==> config.mk <==
export PLATFORM = sky130hd
export DESIGN_NAME = int64_divide_signed_unsigned_core
export DESIGN_NICKNAME = d
export VERILOG_FILES = /design/src/hw/rtl/idiv_pkg.sv /design/src/hw/rtl/idiv_dpath.sv /design/src/hw/rtl/idiv_ctrl.sv /design/src/hw/rtl/int64_divide_signed_unsigned_core.sv
export SDC_FILE = /design/constraint.sdc
export NUM_CORES = 1
export LEC_CHECK = 0
export BUFFER_PORTS_ARGS = -buffer_cell sky130_fd_sc_hd__buf_2
export CORE_MARGIN = 5
export CORE_UTILIZATION = 40
export DETAILED_ROUTE_END_ITERATION = 10
export GPL_ROUTABILITY_DRIVEN = 1
export MAX_ROUTING_LAYER = met4
export REMOVE_ABC_BUFFERS = 1
export SLEW_MARGIN = 5
export SYNTH_ARGS = -nofsm -noshare
export SYNTH_HDL_FRONTEND = slang
export SYNTH_SLANG_ARGS = --single-unit
==> constraint.sdc <==
create_clock -name clk_i -period 8.64 [get_ports clk_i]
set_input_delay 0.432 -clock clk_i [delete_from_list [all_inputs] [get_ports clk_i]]
set_output_delay 0.432 -clock clk_i [all_outputs]
set_load 0.005 [all_outputs]
==> src/hw/rtl/idiv_pkg.sv <==
`timescale 1ns / 1ps
`default_nettype none
// ----------------------------------------------------------------------------
// idiv_pkg: shared types for the integer divider
// Transaction payloads, controller state encoding and the command and status
// bundles that join the controller to the datapath.
// ----------------------------------------------------------------------------
package idiv_pkg;

  // Width of every operand and result field on the ports.
  localparam int unsigned FIELD_W = 64;

  // Request transaction: mode selects unsigned (0) or signed (1) division.
  typedef struct packed {
    logic               mode;
    logic [FIELD_W-1:0] dividend;
    logic [FIELD_W-1:0] divisor;
  } idiv_req_t;

  // Response transaction.
  typedef struct packed {
    logic [FIELD_W-1:0] quotient;
    logic [FIELD_W-1:0] remainder;
    logic               divide_by_zero;
  } idiv_rsp_t;

  // Controller states.
  typedef enum logic [1:0] {
    ST_IDLE,
    ST_CALC,
    ST_FIX
  } idiv_state_e;

  // Commands from the controller to the datapath.
  typedef struct packed {
    logic load;
    logic step;
    logic finish;
  } idiv_cmd_t;

  // Status from the datapath to the controller.
  typedef struct packed {
    logic div_zero;
  } idiv_stat_t;

endpackage
`default_nettype wire

==> src/hw/rtl/idiv_dpath.sv <==
`timescale 1ns / 1ps
`default_nettype none
// ----------------------------------------------------------------------------
// idiv_dpath: restoring divider datapath
// Holds the operand magnitudes, the partial remainder and the quotient shift
// register, performs one subtract step per cycle and applies the signs into
// the response register.
// ----------------------------------------------------------------------------
module idiv_dpath #(
  parameter int unsigned Width = 64
) (
  input  wire logic                 clk_i,
  input  wire logic                 rst_ni,
  input  wire idiv_pkg::idiv_cmd_t  cmd_i,
  output      idiv_pkg::idiv_stat_t stat_o,
  input  wire idiv_pkg::idiv_req_t  req_i,
  output      idiv_pkg::idiv_rsp_t  rsp_o
);

  logic [Width-1:0] num_q, num_d;
  logic [Width-1:0] den_q, den_d;
  logic [Width-1:0] rem_q, rem_d;
  logic             qneg_q, qneg_d;
  logic             rneg_q, rneg_d;
  logic             dz_q, dz_d;
  idiv_pkg::idiv_rsp_t rsp_q, rsp_d;

  logic [Width-1:0] op_n, op_d;
  logic             n_neg, d_neg;
  logic [Width:0]   shifted, diff;
  logic [Width-1:0] r_src;

  // Operand magnitudes at load time.
  always_comb begin
    op_n  = req_i.dividend[Width-1:0];
    op_d  = req_i.divisor[Width-1:0];
    n_neg = req_i.mode & op_n[Width-1];
    d_neg = req_i.mode & op_d[Width-1];
  end

  // One restoring step: shift in the next dividend bit and trial subtract.
  always_comb begin
    shifted = {rem_q, num_q[Width-1]};
    diff    = shifted - {1'b0, den_q};
  end

  // Working register updates.
  always_comb begin
    num_d  = num_q;
    den_d  = den_q;
    rem_d  = rem_q;
    qneg_d = qneg_q;
    rneg_d = rneg_q;
    dz_d   = dz_q;
    if (cmd_i.load) begin
      num_d  = n_neg ? (Width'(0) - op_n) : op_n;
      den_d  = d_neg ? (Width'(0) - op_d) : op_d;
      rem_d  = '0;
      qneg_d = n_neg ^ d_neg;
      rneg_d = n_neg;
      dz_d   = (op_d == '0);
    end else if (cmd_i.step) begin
      if (!diff[Width]) begin
        rem_d = diff[Width-1:0];
        num_d = {num_q[Width-2:0], 1'b1};
      end else begin
        rem_d = shifted[Width-1:0];
        num_d = {num_q[Width-2:0], 1'b0};
      end
    end
  end

  // Sign correction and zero divisor convention into the response register.
  // On a zero divisor no step runs, so the magnitude of the dividend is still
  // in the quotient register and restoring its sign gives the dividend back.
  always_comb begin
    rsp_d = rsp_q;
    r_src = dz_q ? num_q : rem_q;
    if (cmd_i.finish) begin
      if (dz_q) begin
        rsp_d.quotient = idiv_pkg::FIELD_W'({Width{1'b1}});
      end else begin
        rsp_d.quotient = idiv_pkg::FIELD_W'(qneg_q ? (Width'(0) - num_q) : num_q);
      end
      rsp_d.remainder      = idiv_pkg::FIELD_W'(rneg_q ? (Width'(0) - r_src) : r_src);
      rsp_d.divide_by_zero = dz_q;
    end
  end

  // Payload registers, no reset needed.
  always_ff @(posedge clk_i) begin
    num_q <= num_d;
    den_q <= den_d;
    rem_q <= rem_d;
    rsp_q <= rsp_d;
  end

  // Flags are control state.
  always_ff @(posedge clk_i or negedge rst_ni) begin
    if (!rst_ni) begin
      qneg_q <= 1'b0;
      rneg_q <= 1'b0;
      dz_q   <= 1'b0;
    end else begin
      qneg_q <= qneg_d;
      rneg_q <= rneg_d;
      dz_q   <= dz_d;
    end
  end

  assign stat_o.div_zero = dz_q;
  assign rsp_o           = rsp_q;

  // The remainder stays below the divisor during every step.
  a_rem_below_den: assert property (@(posedge clk_i) disable iff (!rst_ni)
    cmd_i.step |=> (rem_q < den_q))
    else $error("partial remainder not below divisor");

  // A load with a zero divisor raises the zero flag.
  a_dz_flag: assert property (@(posedge clk_i) disable iff (!rst_ni)
    (cmd_i.load && (req_i.divisor[Width-1:0] == '0)) |=> dz_q)
    else $error("zero divisor not flagged");

  // A zero divisor returns all ones as the quotient and raises the response flag.
  a_dz_result: assert property (@(posedge clk_i) disable iff (!rst_ni)
    (cmd_i.finish && dz_q) |=>
      (rsp_q.divide_by_zero && (rsp_q.quotient[Width-1:0] == {Width{1'b1}})))
    else $error("zero divisor response malformed");

endmodule
`default_nettype wire

==> src/hw/rtl/idiv_ctrl.sv <==
`timescale 1ns / 1ps
`default_nettype none
// ----------------------------------------------------------------------------
// idiv_ctrl: divider sequencer
// Accepts a request, counts the subtract steps, triggers the final sign fix
// and manages the valid flag of the response register.
// ----------------------------------------------------------------------------
module idiv_ctrl #(
  parameter int unsigned Width = 64
) (
  input  wire logic                 clk_i,
  input  wire logic                 rst_ni,
  input  wire logic                 in_valid_i,
  output      logic                 in_ready_o,
  output      logic                 out_valid_o,
  input  wire logic                 out_ready_i,
  output      idiv_pkg::idiv_cmd_t  cmd_o,
  input  wire idiv_pkg::idiv_stat_t stat_i
);

  localparam int unsigned CntW = $clog2(Width);

  idiv_pkg::idiv_state_e state_q, state_d;
  logic [CntW-1:0]       cnt_q, cnt_d;
  logic                  out_valid_q, out_valid_d;
  logic                  last_step;
  logic                  out_free;

  assign last_step = (cnt_q == CntW'(Width - 1));
  assign out_free  = !out_valid_q || out_ready_i;

  // Next state.
  always_comb begin
    state_d = state_q;
    case (state_q)
      idiv_pkg::ST_IDLE: begin
        if (in_valid_i) state_d = idiv_pkg::ST_CALC;
      end
      idiv_pkg::ST_CALC: begin
        if (stat_i.div_zero || last_step) state_d = idiv_pkg::ST_FIX;
      end
      idiv_pkg::ST_FIX: begin
        if (out_free) state_d = idiv_pkg::ST_IDLE;
      end
      default: state_d = idiv_pkg::ST_IDLE;
    endcase
  end

  // Outputs and commands.
  always_comb begin
    in_ready_o = 1'b0;
    cmd_o      = '0;
    case (state_q)
      idiv_pkg::ST_IDLE: begin
        in_ready_o = 1'b1;
        cmd_o.load = in_valid_i;
      end
      idiv_pkg::ST_CALC: begin
        cmd_o.step = !stat_i.div_zero;
      end
      idiv_pkg::ST_FIX: begin
        cmd_o.finish = out_free;
      end
      default: begin
        in_ready_o = 1'b0;
      end
    endcase
  end

  // Step counter and response valid flag.
  always_comb begin
    cnt_d = cnt_q;
    if (cmd_o.load) begin
      cnt_d = '0;
    end else if (cmd_o.step) begin
      cnt_d = cnt_q + CntW'(1);
    end
    out_valid_d = out_valid_q;
    if (cmd_o.finish) begin
      out_valid_d = 1'b1;
    end else if (out_ready_i) begin
      out_valid_d = 1'b0;
    end
  end

  always_ff @(posedge clk_i or negedge rst_ni) begin
    if (!rst_ni) begin
      state_q     <= idiv_pkg::ST_IDLE;
      cnt_q       <= '0;
      out_valid_q <= 1'b0;
    end else begin
      state_q     <= state_d;
      cnt_q       <= cnt_d;
      out_valid_q <= out_valid_d;
    end
  end

  assign out_valid_o = out_valid_q;

  // An accepted transaction starts the step sequence at count zero.
  a_start: assert property (@(posedge clk_i) disable iff (!rst_ni)
    (in_valid_i && in_ready_o) |=> (state_q == idiv_pkg::ST_CALC) && (cnt_q == '0))
    else $error("calculation did not start cleanly");

  // A pending response is never overwritten.
  a_no_overwrite: assert property (@(posedge clk_i) disable iff (!rst_ni)
    cmd_o.finish |-> (!out_valid_q || out_ready_i))
    else $error("response register overwritten");

  // The last step leads to the fix state.
  a_last: assert property (@(posedge clk_i) disable iff (!rst_ni)
    (state_q == idiv_pkg::ST_CALC && last_step) |=> (state_q == idiv_pkg::ST_FIX))
    else $error("step count overran");

  // Only one command at a time.
  a_cmd: assert property (@(posedge clk_i) disable iff (!rst_ni)
    $onehot0({cmd_o.load, cmd_o.step, cmd_o.finish}))
    else $error("conflicting datapath commands");

endmodule
`default_nettype wire

==> src/hw/rtl/int64_divide_signed_unsigned_core.sv <==
`timescale 1ns / 1ps
`default_nettype none
// ----------------------------------------------------------------------------
// int64_divide_signed_unsigned_core: radix-2 restoring integer divider
// Unsigned or two's-complement signed division returning quotient and
// remainder in one response transaction.
// ----------------------------------------------------------------------------
// Usage:
//   A request transaction (mode, dividend, divisor) is taken on the in_* channel
//   while the divider is idle. One response transaction (quotient, remainder,
//   divide_by_zero) follows on the out_* channel for each request.
//   Operands are DATA_WIDTH bits wide (capped at 64); upper field bits are
//   ignored and results are zero extended to the field width.
//   Timing: one quotient bit is produced per cycle by the shared subtractor; a
//   transaction passes through a load, one step per quotient bit and one sign
//   fix, and a zero divisor skips the steps. The response becomes valid as the
//   divider returns to idle, and the next request can be accepted in that
//   same cycle.
//   The response sits in its own register, so a new request is accepted and
//   divided while a finished response waits; if the receiver still stalls at
//   the end of that division, the divider holds in its fix state.
//   Reset clears the controller and the response valid flag; nothing is pending.
// ----------------------------------------------------------------------------
module int64_divide_signed_unsigned_core #(
  parameter int unsigned DATA_WIDTH = 64
) (
  input  wire logic                clk_i,
  input  wire logic                rst_ni,
  input  wire logic                in_valid_i,
  output      logic                in_ready_o,
  input  wire idiv_pkg::idiv_req_t in_data_i,
  output      logic                out_valid_o,
  input  wire logic                out_ready_i,
  output      idiv_pkg::idiv_rsp_t out_data_o
);

  localparam int unsigned EffW = (DATA_WIDTH > idiv_pkg::FIELD_W) ?
                                 idiv_pkg::FIELD_W : DATA_WIDTH;

  idiv_pkg::idiv_cmd_t  cmd;
  idiv_pkg::idiv_stat_t stat;

  // Sequencer.
  idiv_ctrl #(
    .Width (EffW)
  ) u_ctrl (
    .clk_i       (clk_i),
    .rst_ni      (rst_ni),
    .in_valid_i  (in_valid_i),
    .in_ready_o  (in_ready_o),
    .out_valid_o (out_valid_o),
    .out_ready_i (out_ready_i),
    .cmd_o       (cmd),
    .stat_i      (stat)
  );

  // Arithmetic.
  idiv_dpath #(
    .Width (EffW)
  ) u_dpath (
    .clk_i  (clk_i),
    .rst_ni (rst_ni),
    .cmd_i  (cmd),
    .stat_o (stat),
    .req_i  (in_data_i),
    .rsp_o  (out_data_o)
  );

endmodule
`default_nettype wire
# After elaboration in Yosys (flattened, before gate mapping)
# Cells that the tools add are included.
totals:
  in_bits: 133
  out_inout_bits: 131
  ff_bits: 333
  wordCells: 57
op_classes:
  n_mux: 21
  add_sub_neg: 6
  eq_ne: 6
  reduce_logical: 9
  bitwise_logic: 3
ops:
  columns: ["cell", "count"]
  rows:
  - ["64-bit 2-to-1 mux", 8]
  - ["1-bit by 64-bit subtractor with 64-bit output, first input constant", 4]
  - ["65-bit by 64-bit subtractor with 65-bit output", 1]
  - ["64-bit zero test", 1]
  - ["6-bit 2-to-1 mux", 2]
  - ["1-bit 2-to-1 mux", 7]
  - ["6-bit by 1-bit adder with 6-bit output, second input constant", 1]
  - ["6-bit equality test, second input constant", 1]
  - ["2-bit 2-to-1 mux", 3]
  - ["2-bit case mux with 3 select lines", 1]
  - ["2-bit by 1-bit inequality test with 1-bit output, second input constant", 2]
  - ["2-bit nonzero test", 2]
  - ["3-bit AND reduction", 1]
  - ["1-bit AND", 2]
  - ["2-bit by 1-bit equality test with 1-bit output, second input constant", 1]
  - ["2-bit equality test, second input constant", 1]
  - ["1-bit zero test", 2]
  - ["2-bit zero test", 1]
  - ["1-bit logical OR", 2]
  - ["2-bit inequality test, second input constant", 1]
  - ["1-bit bitwise XOR", 1]

# Longest topological paths before layout
depth:
  word_depth: 4
  depth_mapped: 23
  depth_no_buf: 14

# Cells and area by module
# Synthesis repeated with hierarchy kept, for this count alone.
unflattened:
  cells_unflattened: 2523
  hier_area_um2: 22535.4
modules_own_cells:
  columns: ["mod", "instances", "cells_each", "area_each_um2"]
  rows:
  - ["idiv_dpath", 1, 2479, 22082.4]
  - ["idiv_ctrl", 1, 44, 452.9]

# Worst setup path after synthesis
# OpenSTA, ideal clock, no wires.
synth_timing:
  path_kind: "flip-flop to flip-flop"
  from: "register u_ctrl.state_q[0]"
  to: "register u_dpath.rsp_q (netlist bit u_dpath.rsp_o[0]), enable pin"
  stages_incl_launch_ff: 3
  slack_ns: 1.214
  period_less_slack_ns: 7.426
  t_required_ns: 7.979
  path_buffers: 0
  t_arrival_ns: 6.765
  path_cell_list: "dfrtp_1 nand2b_1 a21oi_1"
synth_rtl:
  columns: ["element", "line_no", "source"]
  rows:
  - ["start: declaration", "idiv_ctrl.sv:23", "idiv_pkg::idiv_state_e state_q, state_d;"]
  - ["start signal: assignment", "idiv_ctrl.sv:88", "state_q <= idiv_pkg::ST_IDLE;"]
  - ["start signal: assignment", "idiv_ctrl.sv:92", "state_q <= state_d;"]
  - ["end signal: assignment", "idiv_dpath.sv:95", "rsp_q <= rsp_d;"]
  - ["end: declaration", "idiv_dpath.sv:26", "idiv_pkg::idiv_rsp_t rsp_q, rsp_d;"]

# Worst setup path after layout
layout_timing:
  from: "register u_dpath.num_q[4]"
  to: "register u_dpath.rsp_q (netlist bit u_dpath.rsp_o[128]), data pin"
layout_via:
  elab_chain_cells: 2
layout_lines:
  columns: ["element", "line_no", "source"]
  rows:
  - ["start: declaration", "idiv_dpath.sv:20", "logic [Width-1:0] num_q, num_d;"]
  - ["start signal: assignment", "idiv_dpath.sv:92", "num_q <= num_d;"]
  - ["1-bit by 64-bit subtractor with 64-bit output", "idiv_dpath.sv:83", "rsp_d.quotient = idiv_pkg::FIELD_W'(qneg_q ? (Width'(0) - num_q) : num_q);"]
  - ["64-bit 2-to-1 mux", "idiv_dpath.sv:83", null]
# No other way between the ends.
# A chain may end at the register's enable or synchronous reset.

==> results.toml <==
[cts]
insertion_delay_ns = 0.55
numCtsBuffers = 38
htreeDepth = 2
cts_buffer_depth = 3
cts_tree = "yes"
clk_pin_slew_ns = 0.06
cts_root_buf = "clkbuf_16"
postCtsSetupBuffers = 0
cts.sinks = 333

[critical_path]
timing.critical_path.required_ns = 8.90
cp.arrival_ns = 5.37
critPathLaunch = "u_dpath.num_q[4]$_DFFE_PP_"
worstSetupPathType = "reg2reg"
r2r_start = "u_dpath.num_q[4]$_DFFE_PP_"
worstSetupStartpointType = "register"
reg2reg_slack_ns = 3.53
r2r_cells = 11
end_kind = "register"
critPathCapture = "u_dpath.rsp_o[128]$_SDFFCE_PP1P_"
worst-path-max-fanout = 10
r2r_end = "u_dpath.rsp_o[128]$_SDFFCE_PP1P_"

[timing]
rsz0062_at_grt = "no"
slew_violations = 0
setup_viol = 0
worstMarginPinSlew_ns = 1.20
slew_headroom = 0.199
min_period_over_period = 0.591
fmax_ghz = 0.196
layout_setup_ws_ns = 3.53
holdWs_ns = 0.0941
finalHoldViolCount = 0
finalClockSkew_ns = 0.0151
period_needed_ns = 5.11

[logic_synthesis]
syn_inst = 2464
yosysTopAreaCellShare = 0.349
synth_top_area_cell = "edfxtp_1"
netlist-cell-type-count = 77
syn_area_mm2 = 0.0221
yosysWarnings = 0
yosysSeqAreaShare = 0.420
synth_common_cells = "nand2_1 (310), edfxtp_1 (257), o21ai_0 (253)"
synth_edf_count = 257
ys_ff_latch = 333
synth.avg_cell_area_um2 = 8.98
post-synth-top-count-cell = "nand2_1"
synthArstFlopShare = 0.0360
synthTopCellsByArea = "edfxtp_1 (35%), xor2_1 (7.0%), dfxtp_1 (5.8%), o21ai_0 (5.7%), nand2_1 (5.3%)"
yosys_most_used_dff = "edfxtp_1"

[place]
placedInstanceArea_mm2 = 0.0240
dp.cells = 3360
pre_cts_slack_ns = 3.60
port-buffer-count = 263
dp_hpwl_um = 52900
place_congestion = 0.924

[routing]
wl_um = 67500
post-route-drc-count = 0
routed-via-count = 18900
vias_per_cell = 5.50
drtPass1Iterations = 5
route.detailed.wl_per_inst_um = 19.7
drtIter0Drc = 1529
final_antenna_net_count = 0

[floorplan]
io_pins = 264
die_area_mm2 = 0.0601
core-area_mm2 = 0.0550
die_y_um = 245
std_cell_rows = 86
start_util = 0.402
die_x_um = 245

[global_routing]
antenna_found_initial = 5
grt_pass1_vias = 17600
grt_pass1_wl_um = 103000
grt_use_total = 0.221
grt_max_degree = 103
globalRoute.totalOverflow = 0

[run]
maxCapViolCount = 0

[cells_and_area]
design_area_mm2 = 0.0253
seq_area_mm2 = 0.00930
final_cells = 3432
nFillCells = 5271
drive_above_1_share = 0.145
final_nets = 2856
syn_to_final_growth_pct = 14.5
multi_input_area_mm2 = 0.0119

[power]
leakage_nw = 9.61
p_total_mw = 8.97
powerDensity_mw_per_mm2 = 354
peakVddDrop_uv = 200

[run_status]
status = "finished, final reports clean"

[hold_path]
worstHoldPathType = "in2reg"
## cells by family (layout without fill, tap and decap cells)
| group | count (synthesis) | after routing | share of synthesized area |
|---|---|---|---|
| AND/OR/NAND/NOR | 790 | 790 | 0.168 |
| AO/OA/AOI/OAI | 659 | 659 | 0.179 |
| flip-flops | 333 | 333 | 0.420 |
| XOR/XNOR | 302 | 302 | 0.120 |
| buffers and inverters | 241 | 456 | 0.0423 |
| adder cells (fa/ha/maj) | 70 | 70 | 0.0399 |
| multiplexers | 69 | 69 | 0.0317 |
| other | 0 | 5 | 0 |
## worst min-delay path by stage
stage                     start                        endpoint  slack, ns  depth (start not counted)
floorplan                rst_ni     u_ctrl.cnt_q[0]$_DFFE_PN0P_       0.14                          0
global placement         rst_ni  u_ctrl.out_valid_o$_DFFE_PN0P_       0.41                          1
detailed placement       rst_ni  u_ctrl.out_valid_o$_DFFE_PN0P_       0.42                          1
CTS                 out_ready_i  u_ctrl.out_valid_o$_DFFE_PN0P_       0.06                          2
global route        out_ready_i  u_ctrl.out_valid_o$_DFFE_PN0P_       0.09                          2
finish              out_ready_i  u_ctrl.out_valid_o$_DFFE_PN0P_       0.09                          2
## metrics by stage
stage	setup TNS, ns	util
detailed placement	0	0.437
finish	0	0.461
global placement	0	0.437
global route	0	0.461
CTS	0	0.460
floorplan	-46.70	-
## flip-flops by register name (all words and copies together) (netlist names)
name	cells
u_dpath.rsp_o	129
u_dpath.den_q	64
u_dpath.num_q	64
u_dpath.rem_q	64
u_ctrl.cnt_q	6
u_ctrl.state_q	2
u_ctrl.out_valid_o	1
u_dpath.qneg_q	1
u_dpath.rneg_q	1
u_dpath.stat_o	1
## worst max-delay path, cell delays in order (launching register included)
cell and delay, ns:
edfxtp_1 0.53, nor3_2 0.29, nand3_1 0.22, nor4_1 0.44, nand3_1 0.36, or4_1 0.52
or4_4 0.46, or3_4 0.37, or3_1 0.54, o31ai_2 0.67, xnor2_1 0.29, nand2_1 0.11
## what timing repair did
item / 4_1_cts / 5_1_grt
hold buffers: 1 / 0
resized for setup: 0 / 0
hold endpoints to repair: 12 / 0
## placed cells by master, fill, tap and decap left out, types with 9 or more instances in the layout
master and n:
edfxtp_1 257, xor2_1 176, nand2_1 309, o21ai_0 253, clkbuf_16 39, a31oi_1 14, inv_1 105, dfrtp_1 10
o21a_1 10, nor4_1 27, nand4_1 24, xnor2_1 125, o31ai_1 42, and2_1 9, mux2_2 9, o21bai_1 10
a22o_1 19, nand2b_1 25, or4_1 19, a21o_1 22, and3_1 13, nor3_1 80, dfxtp_1 64, nand3_1 35
buf_4 18, ha_1 69, mux2i_1 60, nor2b_1 9, a21oi_1 192, or3_1 28, nor2_1 168, o41ai_1 22
buf_2 263
## area by class of cell
cell class                 count  share of cell area
antenna                        5            0.000494
clock buffer                  51              0.0418
clock inverter                15             0.00899
inverter                     108              0.0161
multi-input combinational   1890               0.471
sequential                   333               0.367
tap                          748              0.0369
timing repair buffer         282              0.0577
## per-layer routing
layer | vias up | global-route usage | routed length [um]
met5 | - | - | 0
met1 | 8881 | 0.321 | 32000
met4 | 0 | 0.0733 | 2120
met3 | 94 | 0.0286 | 4160
li1 | 9266 | - | -
met2 | 632 | 0.322 | 29200
## report_power, final
part / leakage [nW] / switching, mW / internal (mW)
clock network: 0.637 / 0.667 / 1.01
registers: 3.10 / 0.680 / 2.59
logic: 5.87 / 2.51 / 1.50
total: 9.61 / 3.86 / 5.11
Power figures use the tool's default switching activity.
